<file path="src/hw/rtl/iirdf1_pkg.sv">
// Shared constants, types and coefficient tables for the direct form I IIR filter.
// No dependencies; every other file of the block imports this package.
`default_nettype none

package iirdf1_pkg;

	// Filter order and history geometry.
	localparam int TAPS     = 9;
	localparam int HIST_LEN = TAPS - 1;
	localparam int ADDR_W   = (HIST_LEN > 1) ? $clog2(HIST_LEN) : 1;
	localparam int FILL_W   = $clog2(HIST_LEN + 1);
	localparam int STEP_W   = $clog2(2 * HIST_LEN + 1);

	// Coefficient ROM size and index width.
	localparam int ROM_LEN = 32;
	localparam int TAP_W   = $clog2(ROM_LEN);

	// Datapath widths.
	localparam int SAMPLE_W = 16;   // Q1.15 samples
	localparam int HIST_W   = 24;   // Q1.23 output history
	localparam int X_ALIGN  = HIST_W - SAMPLE_W;
	localparam int COEF_W   = 24;   // Q4.20 coefficients
	localparam int OPND_W   = 24;
	localparam int PROD_W   = COEF_W + OPND_W;
	localparam int ACC_W    = 52;   // 43 fraction bits plus headroom for 17 terms
	localparam int HIST_SH  = 20;   // accumulator to Q1.23
	localparam int OUT_SH   = 28;   // accumulator to Q1.15

	typedef struct packed {
		logic signed [SAMPLE_W-1:0] x;
		logic signed [HIST_W-1:0]   y;
	} row_t;

	typedef struct packed {
		logic              rd_en;
		logic [ADDR_W-1:0] rd_addr;
		logic              wr_en;
		logic [ADDR_W-1:0] wr_addr;
		row_t              wr_row;
	} mem_req_t;

	typedef struct packed {
		logic op_valid;
		logic op_neg;
		logic acc_clear;
	} mac_ctl_t;

	typedef struct packed {
		logic                       busy;
		logic signed [SAMPLE_W-1:0] y16;
		logic signed [HIST_W-1:0]   y24;
	} mac_res_t;

	// Feed-forward coefficients a[i], Q4.20, zero past the table.
	function automatic logic signed [COEF_W-1:0] coef_fwd(input logic [TAP_W-1:0] idx);
		logic signed [COEF_W-1:0] c;
		case (idx)
			TAP_W'(0): c = 24'sd141117;
			TAP_W'(2): c = -24'sd564448;
			TAP_W'(4): c = 24'sd846683;
			TAP_W'(6): c = -24'sd564448;
			TAP_W'(8): c = 24'sd141117;
			default:   c = '0;
		endcase
		return c;
	endfunction

	// Feedback coefficients b[i], Q4.20, zero past the table.
	function automatic logic signed [COEF_W-1:0] coef_fb(input logic [TAP_W-1:0] idx);
		logic signed [COEF_W-1:0] c;
		case (idx)
			TAP_W'(0): c = 24'sd1048576;
			TAP_W'(1): c = -24'sd2592689;
			TAP_W'(2): c = 24'sd2236316;
			TAP_W'(3): c = -24'sd1345630;
			TAP_W'(4): c = 24'sd1482480;
			TAP_W'(5): c = -24'sd1070612;
			TAP_W'(6): c = 24'sd275694;
			TAP_W'(7): c = -24'sd59843;
			TAP_W'(8): c = 24'sd36759;
			default:   c = '0;
		endcase
		return c;
	endfunction

endpackage

`default_nettype wire

</file>
<file path="src/hw/rtl/iirdf1_if.sv">
// Valid/ready stream interfaces for the filter's sample channels.
// Depends on iirdf1_pkg for the sample width.
`default_nettype none

interface iirdf1_in_if;
	import iirdf1_pkg::*;
	logic                       valid;
	logic                       ready;
	logic signed [SAMPLE_W-1:0] sample_in;

	modport source (output valid, output sample_in, input ready);
	modport sink (input valid, input sample_in, output ready);
endinterface

interface iirdf1_out_if;
	import iirdf1_pkg::*;
	logic                       valid;
	logic                       ready;
	logic signed [SAMPLE_W-1:0] sample_out;

	modport source (output valid, output sample_out, input ready);
	modport sink (input valid, input sample_out, output ready);
endinterface

`default_nettype wire

</file>
<file path="src/hw/rtl/iirdf1_hist_mem.sv">
// History memory: one row per past sample, holding x[n-k] and y[n-k] side by side.
// One write and one registered read per cycle. Depends on iirdf1_pkg.
`default_nettype none

module iirdf1_hist_mem (
	input  wire                 clk,
	input  iirdf1_pkg::mem_req_t req,
	output iirdf1_pkg::row_t     rd_row
);
	import iirdf1_pkg::*;

	row_t mem_q [HIST_LEN];
	row_t rd_row_q;

	always_ff @(posedge clk) begin
		if (req.wr_en) begin
			mem_q[req.wr_addr] <= req.wr_row;
		end
		if (req.rd_en) begin
			rd_row_q <= mem_q[req.rd_addr];
		end
	end

	assign rd_row = rd_row_q;

endmodule

`default_nettype wire

</file>
<file path="src/hw/rtl/iirdf1_mac.sv">
// Shared multiply-accumulate unit with round and saturate of the accumulator.
// Operand register, product register, accumulator. Depends on iirdf1_pkg.
`default_nettype none

module iirdf1_mac (
	input  wire                                    clk,
	input  wire                                    arst_n,
	input  iirdf1_pkg::mac_ctl_t                   ctl,
	input  wire signed [iirdf1_pkg::COEF_W-1:0]    coef,
	input  wire signed [iirdf1_pkg::OPND_W-1:0]    opnd,
	output iirdf1_pkg::mac_res_t                   res
);
	import iirdf1_pkg::*;

	logic signed [COEF_W-1:0] coef_s1;
	logic signed [OPND_W-1:0] opnd_s1;
	logic                     neg_s1;
	logic                     valid_s1;
	logic signed [PROD_W-1:0] prod_s2;
	logic                     neg_s2;
	logic                     valid_s2;
	logic signed [ACC_W-1:0]  acc_q;

	logic signed [ACC_W-1:0]  prod_ext;
	logic signed [ACC_W-1:0]  r24;
	logic signed [ACC_W-1:0]  r16;
	logic                     fit24;
	logic                     fit16;

	always_ff @(posedge clk or negedge arst_n) begin
		if (!arst_n) begin
			valid_s1 <= 1'b0;
			valid_s2 <= 1'b0;
		end else begin
			valid_s1 <= ctl.op_valid;
			valid_s2 <= valid_s1;
		end
	end

	always_ff @(posedge clk) begin
		coef_s1 <= coef;
		opnd_s1 <= opnd;
		neg_s1  <= ctl.op_neg;
		prod_s2 <= coef_s1 * opnd_s1;
		neg_s2  <= neg_s1;
		if (ctl.acc_clear) begin
			acc_q <= '0;
		end else if (valid_s2) begin
			acc_q <= neg_s2 ? (acc_q - prod_ext) : (acc_q + prod_ext);
		end
	end

	always_comb begin
		prod_ext = ACC_W'(prod_s2);
		r24 = acc_q + ACC_W'(64'd1 << (HIST_SH - 1));
		r16 = acc_q + ACC_W'(64'd1 << (OUT_SH - 1));
		// The rounded value fits when every bit above its sign bit agrees with it.
		fit24 = (&r24[ACC_W-1:HIST_SH+HIST_W-1]) | ~(|r24[ACC_W-1:HIST_SH+HIST_W-1]);
		fit16 = (&r16[ACC_W-1:OUT_SH+SAMPLE_W-1]) | ~(|r16[ACC_W-1:OUT_SH+SAMPLE_W-1]);
		res.busy = valid_s1 | valid_s2;
		res.y24 = fit24 ? r24[HIST_SH+HIST_W-1:HIST_SH]
			: {r24[ACC_W-1], {(HIST_W-1){~r24[ACC_W-1]}}};
		res.y16 = fit16 ? r16[OUT_SH+SAMPLE_W-1:OUT_SH]
			: {r16[ACC_W-1], {(SAMPLE_W-1){~r16[ACC_W-1]}}};
	end

endmodule

`default_nettype wire

</file>
<file path="src/hw/rtl/iirdf1_seq.sv">
// Sequencer: stream handshakes, history addressing, tap stepping and write-back.
// Drives iirdf1_hist_mem and iirdf1_mac. Depends on iirdf1_pkg and iirdf1_if.
`default_nettype none

module iirdf1_seq (
	input  wire                                 clk,
	input  wire                                 arst_n,
	iirdf1_in_if.sink                           x_chan,
	iirdf1_out_if.source                        y_chan,
	output iirdf1_pkg::mem_req_t                mem_req,
	input  iirdf1_pkg::row_t                    rd_row,
	output iirdf1_pkg::mac_ctl_t                mac_ctl,
	output logic signed [iirdf1_pkg::COEF_W-1:0] coef,
	output logic signed [iirdf1_pkg::OPND_W-1:0] opnd,
	input  iirdf1_pkg::mac_res_t                mac_res
);
	import iirdf1_pkg::*;

	typedef enum logic [2:0] {
		S_IDLE   = 3'b001,
		S_MAC    = 3'b010,
		S_FINISH = 3'b100
	} state_t;

	state_t                     state_q;
	logic [STEP_W-1:0]          step_q;
	logic [ADDR_W-1:0]          wptr_q;
	logic [ADDR_W-1:0]          rd_addr_q;
	logic [FILL_W-1:0]          fill_q;
	logic                       ok_q;
	logic signed [SAMPLE_W-1:0] x_q;
	logic signed [SAMPLE_W-1:0] out_q;
	logic                       out_valid_q;

	logic                       accept;
	logic                       rd_issue;
	logic                       last_step;
	logic                       done;
	logic                       is_fb;
	logic [TAP_W:0]             tap_sum;
	logic [TAP_W-1:0]           tap;
	logic [STEP_W-1:0]          age;

	function automatic logic [ADDR_W-1:0] addr_prev(input logic [ADDR_W-1:0] a);
		return (a == '0) ? ADDR_W'(HIST_LEN - 1) : a - ADDR_W'(1);
	endfunction

	always_comb begin
		accept    = x_chan.valid && x_chan.ready;
		last_step = (step_q == STEP_W'(2 * HIST_LEN));
		rd_issue  = (state_q == S_MAC) && !step_q[0] && (step_q < STEP_W'(2 * HIST_LEN));
		done      = (state_q == S_FINISH) && !mac_res.busy && (!out_valid_q || y_chan.ready);
		// Step 0 is a[0]*x[n]; odd steps are a[i]*x[n-i]; even steps are b[i]*y[n-i].
		is_fb     = !step_q[0] && (step_q != '0);
		tap_sum   = (TAP_W + 1)'(step_q) + (TAP_W + 1)'(1);
		tap       = tap_sum[TAP_W:1];
		age       = (step_q >> 1) + STEP_W'(1);

		coef = is_fb ? coef_fb(tap) : coef_fwd(tap);
		if (step_q == '0) begin
			opnd = {x_q, {X_ALIGN{1'b0}}};
		end else if (!ok_q) begin
			opnd = '0;
		end else if (is_fb) begin
			opnd = rd_row.y;
		end else begin
			opnd = {rd_row.x, {X_ALIGN{1'b0}}};
		end

		mac_ctl.op_valid  = (state_q == S_MAC);
		mac_ctl.op_neg    = is_fb;
		mac_ctl.acc_clear = accept;

		mem_req.rd_en    = rd_issue;
		mem_req.rd_addr  = rd_addr_q;
		mem_req.wr_en    = done;
		mem_req.wr_addr  = wptr_q;
		mem_req.wr_row.x = x_q;
		mem_req.wr_row.y = mac_res.y24;
	end

	assign x_chan.ready      = (state_q == S_IDLE);
	assign y_chan.valid      = out_valid_q;
	assign y_chan.sample_out = out_q;

	always_ff @(posedge clk or negedge arst_n) begin
		if (!arst_n) begin
			state_q     <= S_IDLE;
			step_q      <= '0;
			wptr_q      <= '0;
			rd_addr_q   <= '0;
			fill_q      <= '0;
			ok_q        <= 1'b0;
			out_valid_q <= 1'b0;
		end else begin
			if (done) begin
				out_valid_q <= 1'b1;
			end else if (y_chan.ready) begin
				out_valid_q <= 1'b0;
			end
			case (state_q)
				S_IDLE: begin
					if (accept) begin
						step_q    <= '0;
						rd_addr_q <= addr_prev(wptr_q);
						state_q   <= S_MAC;
					end
				end
				S_MAC: begin
					if (rd_issue) begin
						rd_addr_q <= addr_prev(rd_addr_q);
						ok_q      <= (age <= STEP_W'(fill_q));
					end
					if (last_step) begin
						state_q <= S_FINISH;
					end else begin
						step_q <= step_q + STEP_W'(1);
					end
				end
				S_FINISH: begin
					if (done) begin
						wptr_q  <= (wptr_q == ADDR_W'(HIST_LEN - 1)) ? '0
							: wptr_q + ADDR_W'(1);
						if (fill_q != FILL_W'(HIST_LEN)) begin
							fill_q <= fill_q + FILL_W'(1);
						end
						state_q <= S_IDLE;
					end
				end
				default: begin
					state_q <= S_IDLE;
				end
			endcase
		end
	end

	always_ff @(posedge clk) begin
		if (accept) begin
			x_q <= x_chan.sample_in;
		end
		if (done) begin
			out_q <= mac_res.y16;
		end
	end

endmodule

`default_nettype wire

</file>
<file path="src/hw/rtl/iir_filter_direct_form_one.sv">
// Top level of the eighth-order direct form I IIR filter.
// Instantiates iirdf1_seq, iirdf1_hist_mem and iirdf1_mac; uses iirdf1_pkg and iirdf1_if.
`default_nettype none

// This block filters a stream of signed 16-bit Q1.15 samples with a fixed eighth-order
// direct form I IIR filter whose coefficients live in a ROM as signed Q4.20. For each
// sample it computes a[0]*x[n] plus the sum of a[i]*x[n-i] minus the sum of b[i]*y[n-i]
// for i from 1 to TAPS-1, exactly, in a 52-bit accumulator with 43 fraction bits, then
// rounds half up and saturates to a 16-bit output sample and to a 24-bit Q1.23 value
// that goes back into the output history. Both histories share one memory row per past
// sample, kept as a circular buffer; after reset the rows not yet written read as zero
// through a fill count, so no clearing pass is needed. One sample is in flight at a time:
// the input beat is taken only while the filter is idle, and the next sample can be taken
// once the single shared 24x24 multiplier has performed 2*(TAPS-1)+1 products, one per
// cycle, the products have passed its two pipeline stages, and the sum has been rounded
// and written back. The memory is read once per history row, so its read port is never
// the limit. The result sits in an output register; a new sample may be accepted while
// that beat still waits, and the filter holds its next result until the output register
// is free.
module iir_filter_direct_form_one (
	input  wire          clk,
	input  wire          arst_n,
	iirdf1_in_if.sink    x_chan,
	iirdf1_out_if.source y_chan
);
	import iirdf1_pkg::*;

	mem_req_t                 mem_req;
	row_t                     rd_row;
	mac_ctl_t                 mac_ctl;
	mac_res_t                 mac_res;
	logic signed [COEF_W-1:0] coef;
	logic signed [OPND_W-1:0] opnd;

	// Sequencer owns both handshakes and walks the taps.
	iirdf1_seq u_seq (
		.clk     (clk),
		.arst_n  (arst_n),
		.x_chan  (x_chan),
		.y_chan  (y_chan),
		.mem_req (mem_req),
		.rd_row  (rd_row),
		.mac_ctl (mac_ctl),
		.coef    (coef),
		.opnd    (opnd),
		.mac_res (mac_res)
	);

	// Past inputs and outputs, one row per sample age.
	iirdf1_hist_mem u_mem (
		.clk    (clk),
		.req    (mem_req),
		.rd_row (rd_row)
	);

	// Shared multiplier and accumulator, with the rounding of the final sum.
	iirdf1_mac u_mac (
		.clk    (clk),
		.arst_n (arst_n),
		.ctl    (mac_ctl),
		.coef   (coef),
		.opnd   (opnd),
		.res    (mac_res)
	);

endmodule

`default_nettype wire

</file>
<file path="src/flat_wrapper.sv">
// flat-port wrapper written by rule: the top's interface ports become plain ports
module iir_filter_direct_form_one_flat import iirdf1_pkg::*;
  (clk, arst_n, x_chan_valid, x_chan_sample_in, x_chan_ready, y_chan_valid, y_chan_sample_out, y_chan_ready);
  iirdf1_in_if x_chan_i ();
  iirdf1_out_if y_chan_i ();
  input  wire clk;
  input  wire arst_n;
  input wire logic [$bits(x_chan_i.valid)-1:0] x_chan_valid;
  input wire logic [$bits(x_chan_i.sample_in)-1:0] x_chan_sample_in;
  output wire logic [$bits(x_chan_i.ready)-1:0] x_chan_ready;
  output wire logic [$bits(y_chan_i.valid)-1:0] y_chan_valid;
  output wire logic [$bits(y_chan_i.sample_out)-1:0] y_chan_sample_out;
  input wire logic [$bits(y_chan_i.ready)-1:0] y_chan_ready;
  assign x_chan_i.valid = x_chan_valid;
  assign x_chan_i.sample_in = x_chan_sample_in;
  assign x_chan_ready = x_chan_i.ready;
  assign y_chan_valid = y_chan_i.valid;
  assign y_chan_sample_out = y_chan_i.sample_out;
  assign y_chan_i.ready = y_chan_ready;
  iir_filter_direct_form_one u_core (.clk(clk), .arst_n(arst_n), .x_chan(x_chan_i), .y_chan(y_chan_i));
endmodule
</file>
<file path="config.mk">
export PLATFORM = sky130hd
export DESIGN_NAME = iir_filter_direct_form_one_flat
export DESIGN_NICKNAME = d
export VERILOG_FILES = /design/src/hw/rtl/iirdf1_pkg.sv /design/src/hw/rtl/iirdf1_if.sv /design/src/hw/rtl/iirdf1_hist_mem.sv /design/src/hw/rtl/iirdf1_mac.sv /design/src/hw/rtl/iirdf1_seq.sv /design/src/hw/rtl/iir_filter_direct_form_one.sv /design/src/flat_wrapper.sv
export SDC_FILE = /design/constraint.sdc
export NUM_CORES = 2
export LEC_CHECK = 0
export BUFFER_PORTS_ARGS = -buffer_cell sky130_fd_sc_hd__buf_2
export CORE_ASPECT_RATIO = 1.2
export CORE_MARGIN = 5
export CORE_UTILIZATION = 65
export DETAILED_ROUTE_END_ITERATION = 8
export GPL_ROUTABILITY_DRIVEN = 0
export GPL_TIMING_DRIVEN = 0
export PLACE_DENSITY = 0.82
export SETUP_SLACK_MARGIN = 0.2
export SYNTH_ARGS = -nofsm -noshare
export SYNTH_HDL_FRONTEND = slang
export SYNTH_SLANG_ARGS = --single-unit
</file>
<file path="constraint.sdc">
create_clock -name clk -period 9.7 [get_ports clk]
set_clock_uncertainty 0.15 [all_clocks]
set_input_delay 1.455 -clock clk [delete_from_list [all_inputs] [get_ports clk]]
set_output_delay 1.455 -clock clk [all_outputs]
set_load 0.01 [all_outputs]
</file>
=== Yosys cells after proc, flatten, opt, wreduce, memory -nomap -nowiden ===
Memories as Yosys holds them, arrays and structs flattened. A register that Yosys moved wholly into a read port is not among the register bits.
Index checks and enable logic that the tools add are counted.

* Input bits: 20
* Bits in registers: 204
* Bits in writable memories: 320
* Memories kept: 2
* Bits in read-only memories: 384
* Output and inout bits: 18

{| class="wikitable"
|+ Memories
! name !! words !! bits a word !! rd ports !! clocked after Yosys merged registers in !! wr ports !! line !! source
|-
| (name not given) || 16 || 24 || 1 || 0 || 0 || iirdf1_pkg.sv:71 || <nowiki>case (idx)</nowiki>
|-
| u_core.u_mem.mem_q || 8 || 40 || 1 || 1 || 1 || iirdf1_hist_mem.sv:12 || <nowiki>row_t mem_q [HIST_LEN];</nowiki>
|}

* Multiplexer cells: 26
* Bitwise gates (word level): 9
* Multiply operators: 1
* Magnitude comparators: 2
* Reductions and logical operators: 30
* Equality and inequality tests: 15
* $add $sub $neg: 11

{| class="wikitable"
|+ Operators by type and width
! kind !! count
|-
| 2-to-1 mux 24 bit || 6
|-
| one-hot mux 24 bit (3 select lines) || 1
|-
| adder 52 x 20 -> 52 bit, second input constant || 1
|-
| adder 52 x 28 -> 52 bit, second input constant || 1
|-
| adder 52 x 48 -> 52 bit || 1
|-
| 2-to-1 mux 52 bit || 1
|-
| subtractor 52 x 48 -> 52 bit || 1
|-
| multiplier 24 x 24 -> 48 bit || 1
|-
| 2-to-1 mux 3 bit || 8
|-
| AND reduction 9 bit || 2
|-
| OR reduction 9 bit || 2
|-
| 2-to-1 mux 16 bit || 1
|-
| AND reduction 3 bit || 4
|-
| equality test 5 x 3 -> 1 bit, second input constant || 2
|-
| logical NOT 5 bit || 2
|-
| 2-to-1 mux 5 bit || 2
|-
| one-hot mux 5 bit (2 select lines) || 1
|-
| one-hot mux 3 bit (3 select lines) || 1
|-
| adder 5 x 1 -> 6 bit, second input constant || 1
|-
| equality test 3 bit, second input constant || 2
|-
| logical AND 1 bit || 6
|-
| logical NOT 3 bit || 2
|-
| != test 2 x 1 -> 1 bit, second input constant || 3
|-
| NOT 1 bit || 6
|-
| other kinds (24) || 36
|}

=== Depth between registers and ports, before layout ===
* Depth in word-level cells: 6
* Gate-level depth with buffers: 29
* Gate-level depth less buffers: 27

=== By module ===
A second synthesis with hierarchy kept.

* Cells, all modules: 4199
* Area total of the unflattened synthesis: 46962.5 µm²

{| class="wikitable"
|+ By module, submodules not included
! module !! seq. area each (µm²) !! area an instance (µm²) !! cells an instance !! instances
|-
| iirdf1_mac || 3052.9 || 29842.4 || 3325 || 1
|-
| iirdf1_hist_mem || 10810.4 || 13571.8 || 515 || 1
|-
| iirdf1_seq || 1462.7 || 3548.4 || 359 || 1
|}

=== Worst setup path after synthesis ===
No wires, ideal clock.

* Kind: register -> register
* From: reg u_core.u_mac.coef_s1[22]
* To: reg u_core.u_mac.prod_s2[47]
* Arrival time: 6749 ps
* Cell stages (with the launch flop): 24
* Buffers on the path: 1
* Setup slack: 2729 ps
* Library setup time: 72 ps
* Data required time: 9478 ps
* Cells stage by stage: dfxtp_1 -> clkbuf_1 -> nand2_1 -> inv_1 -> fa_1 -> fa_1 -> inv_1 -> fa_1 -> inv_1 -> fa_1 -> fa_1 -> fa_1 -> fa_1 -> ha_1 -> a21oi_1 -> o21ai_0 -> a21oi_1 -> o21bai_1 -> a21o_1 -> a21oi_1 -> nand3_1 -> a31o_1 -> a21oi_1 -> xnor2_1

* Longest elaborated chain between the ends: 1

{| class="wikitable"
|+ RTL lines
! what !! line !! source
|-
| start, declared || iirdf1_mac.sv:15 || <nowiki>logic signed [COEF_W-1:0] coef_s1;</nowiki>
|-
| start signal, assigned || iirdf1_mac.sv:41 || <nowiki>coef_s1 <= coef;</nowiki>
|-
| multiplier 24 x 24 -> 48 bit || iirdf1_mac.sv:44 || <nowiki>prod_s2 <= coef_s1 * opnd_s1;</nowiki>
|-
| end signal, assigned || iirdf1_mac.sv:44 ||
|-
| end, declared || iirdf1_mac.sv:19 || <nowiki>logic signed [PROD_W-1:0] prod_s2;</nowiki>
|}

No other way between the ends.
A chain may end at the register's enable or synchronous reset.

=== Worst setup path in the final report ===
* From: reg u_core.u_mac.coef_s1[10]
* To: reg u_core.u_mac.prod_s2[47]

The elaborated chain is that of the path after synthesis.

==> results.json <==
{
  "critPathKind": "flip-flop to flip-flop",
  "status": "finished clean",
  "drive_above_1_share": 0.0771,
  "grt_pass1_wl_um": 197000,
  "die_w_um": 252,
  "cts_tree": "done",
  "start_util": 0.657,
  "rows": 106,
  "hold_buffers": 0,
  "cts_max_path_buffers": 3,
  "cap_viol_max_count": 0,
  "clk_latency_ns": 0.64,
  "final_nets": 5111,
  "drt_iter0_markers": 3466,
  "clockRootBuffer": "clkbuf_16",
  "yosys_warnings": 0,
  "min_period_ns": 9.02,
  "slew_viol_final": 0,
  "design.die.area_um2": 75900,
  "grt_max_degree": 26,
  "overflow": 0,
  "io_buffer_count": 37,
  "track_usage": 0.344,
  "worstPathRequired_ns": 10.00,
  "syn_nets": 4978,
  "fmax_mhz": 111,
  "tightest_slew_ns": 1.18,
  "ant_nets": 0,
  "crit_path_frequent_cell": "fa_1",
  "ios": 38,
  "drcViolationCount": 0,
  "wl_per_cell_um": 24.5,
  "fin_hold_ws_ns": 0.179,
  "ys_types": 79,
  "h-tree-depth": 2,
  "antenna_found_initial": 3,
  "critPathMaxStageDelay_ns": 0.73,
  "path_clk_slew_ns": 0.06,
  "rsz0062_at_grt": "no",
  "drt_wl_total_um": 129000,
  "start_kind": "flip-flop",
  "cts_buffers": 54,
  "cp_num_buf_inv": 6,
  "coreArea_um2": 69800,
  "setup_viol": 0,
  "fin_cells": 5257,
  "synthFlopType": "edfxtp_1",
  "slew_headroom": 0.214,
  "drt_first_pass_iters": 6,
  "hold_violations": 0,
  "ctsResizeCount": 0,
  "mostFrequentLayoutCells": "inv_1 (613), fa_1 (593), nand2_1 (441), edfxtp_1 (392), and2_1 (265)",
  "cts_setup_buffers": 0,
  "die_y_um": 301,
  "min_period_over_period": 0.930,
  "dp_hpwl_um": 96700,
  "netlist_instances": 4155,
  "mostFrequentLayoutCell": "inv_1",
  "cts.sinks": 563,
  "synth_edf_count": 392,
  "async_reset_ff_frac": 0.0391,
  "arrival_ns": 9.32,
  "ys_ff_latch": 563,
  "ys_seq_area_frac": 0.334,
  "critPathSlowestCell": "clkbuf_1",
  "synthToLayoutAreaGrowth_pct": 7.79,
  "place_inst": 5150,
  "avgSynthCellArea_um2": 11.0,
  "grt_pass1_vias": 34467,
  "syn-cell-area_um2": 45800,
  "endpoint_kind": "flip-flop",
  "num_vias": 32869,
  "viasPerCell": 6.25,
  "holdCritPathClass": "flip-flop to flip-flop",
  "critPathTopFamily": "adder cells",
  "cp_max_fo": 10
}
-- registers in the layout (all words and copies together) (netlist names), 3 cells and up --
name	count
u_core.u_mem.mem_q	320
u_core.u_seq.fill_q	4
u_core.u_seq.rd_addr_q	3
u_core.u_seq.wptr_q	3
u_core.u_seq.y_chan.sample_out	16
u_core.u_seq.step_q	5
u_core.u_mac.acc_q	52
u_core.u_seq.x_q	16
u_core.u_mac.coef_s1	23
u_core.u_mac.prod_s2	48
u_core.u_seq.state_q	3
u_core.u_mem.rd_row	40
u_core.u_mac.opnd_s1	24
-- cell usage after synthesis (7+ instances only) --
cell,n,area share
dfrtp_1,21,0.011
o21bai_1,17,0.0028
mux2_2,58,0.014
nand3b_1,7,0.0011
inv_1,613,0.050
nand3_1,63,0.0069
and3_1,32,0.0044
nor4_1,8,0.0011
a31oi_1,26,0.0036
clkbuf_1,188,0.015
o211ai_1,10,0.0016
a41oi_1,7,0.0013
o21a_1,26,0.0043
a21o_1,58,0.0095
fa_1,593,0.26
o21ai_1,46,0.0050
ha_1,210,0.057
xor2_1,56,0.011
nor2_1,177,0.015
dfxtp_1,149,0.065
mux2i_1,43,0.0094
nor3_1,43,0.0047
and2_1,265,0.036
nand2_1,441,0.036
buf_1,13,0.0011
nor2b_1,10,0.0014
o31ai_1,8,0.0013
a21oi_1,144,0.016
o21ai_0,79,0.0086
mux4_2,80,0.039
nand2b_1,17,0.0023
nand4_1,26,0.0036
xnor2_1,142,0.027
a211oi_1,9,0.0015
edfxtp_1,392,0.26
-- logic make-up (layout without fill, tap and decap cells) --
family | count (synthesis) | in the layout | synth area share
flip-flops | 563 | 563 | 0.334
XOR/XNOR | 199 | 199 | 0.0382
other | 0 | 6 | 0
AO/OA/AOI/OAI | 466 | 466 | 0.0625
multiplexers | 181 | 181 | 0.0630
AND/OR/NAND/NOR | 1120 | 1120 | 0.118
adder cells (fa/ha/maj) | 803 | 803 | 0.316
buffers and inverters | 823 | 1001 | 0.0676
-- final timing paths --
path	from	to	slack, ns	depth (start not counted)
max	u_core.u_mac.coef_s1[10]	u_core.u_mac.prod_s2[47]	0.68	26
min	u_core.u_mac.neg_s1	u_core.u_mac.neg_s2	0.18	0
max reg2reg	u_core.u_mac.coef_s1[10]	u_core.u_mac.prod_s2[47]	0.68	26
min reg2reg	u_core.u_mac.neg_s1	u_core.u_mac.neg_s2	0.18	0
max in group asynchronous	arst_n	u_core.u_seq.state_q[0]	8.39	1
min in group asynchronous	arst_n	u_core.u_mac.valid_s2	0.64	1
-- layout make-up --
type | instances | area (µm²)
Inverter | 616 | 2310
Sequential cell | 563 | 15300
Tap cell | 918 | 1150
Timing Repair Buffer | 77 | 581
Fill cell | 4833 | 20400
Clock inverter | 29 | 300
Multi-Input combinational cell | 2769 | 27500
Antenna cell | 6 | 15.0
Clock buffer | 72 | 1470
Buffer | 207 | 787
-- routing by layer --
metal  vias to the layer above  GRT usage  part of all wire
met5                         -          0           0.00017
met4                         4      0.237             0.091
met3                       664     0.0781              0.10
met2                      2122      0.567              0.48
met1                     16284      0.402              0.33
li1                      13795          -                 -
-- per-stage QoR --
stage / setup WS, ns / cell area (µm²) / TNS [ns] / util
detailed placement: 0.936 / 47600 / 0 / 0.682
CTS: 0.889 / 49400 / 0 / 0.708
global placement: -0.504 / 47100 / -48.28 / 0.676
global route: 0.497 / 49400 / 0 / 0.708
floorplan: 2.73 / 45800 / 0 / -
finish: 0.678 / 49400 / 0 / 0.708
Power is not shown: default switching activity piles up to over one toggle a cycle in this logic, so the estimate is an artifact.
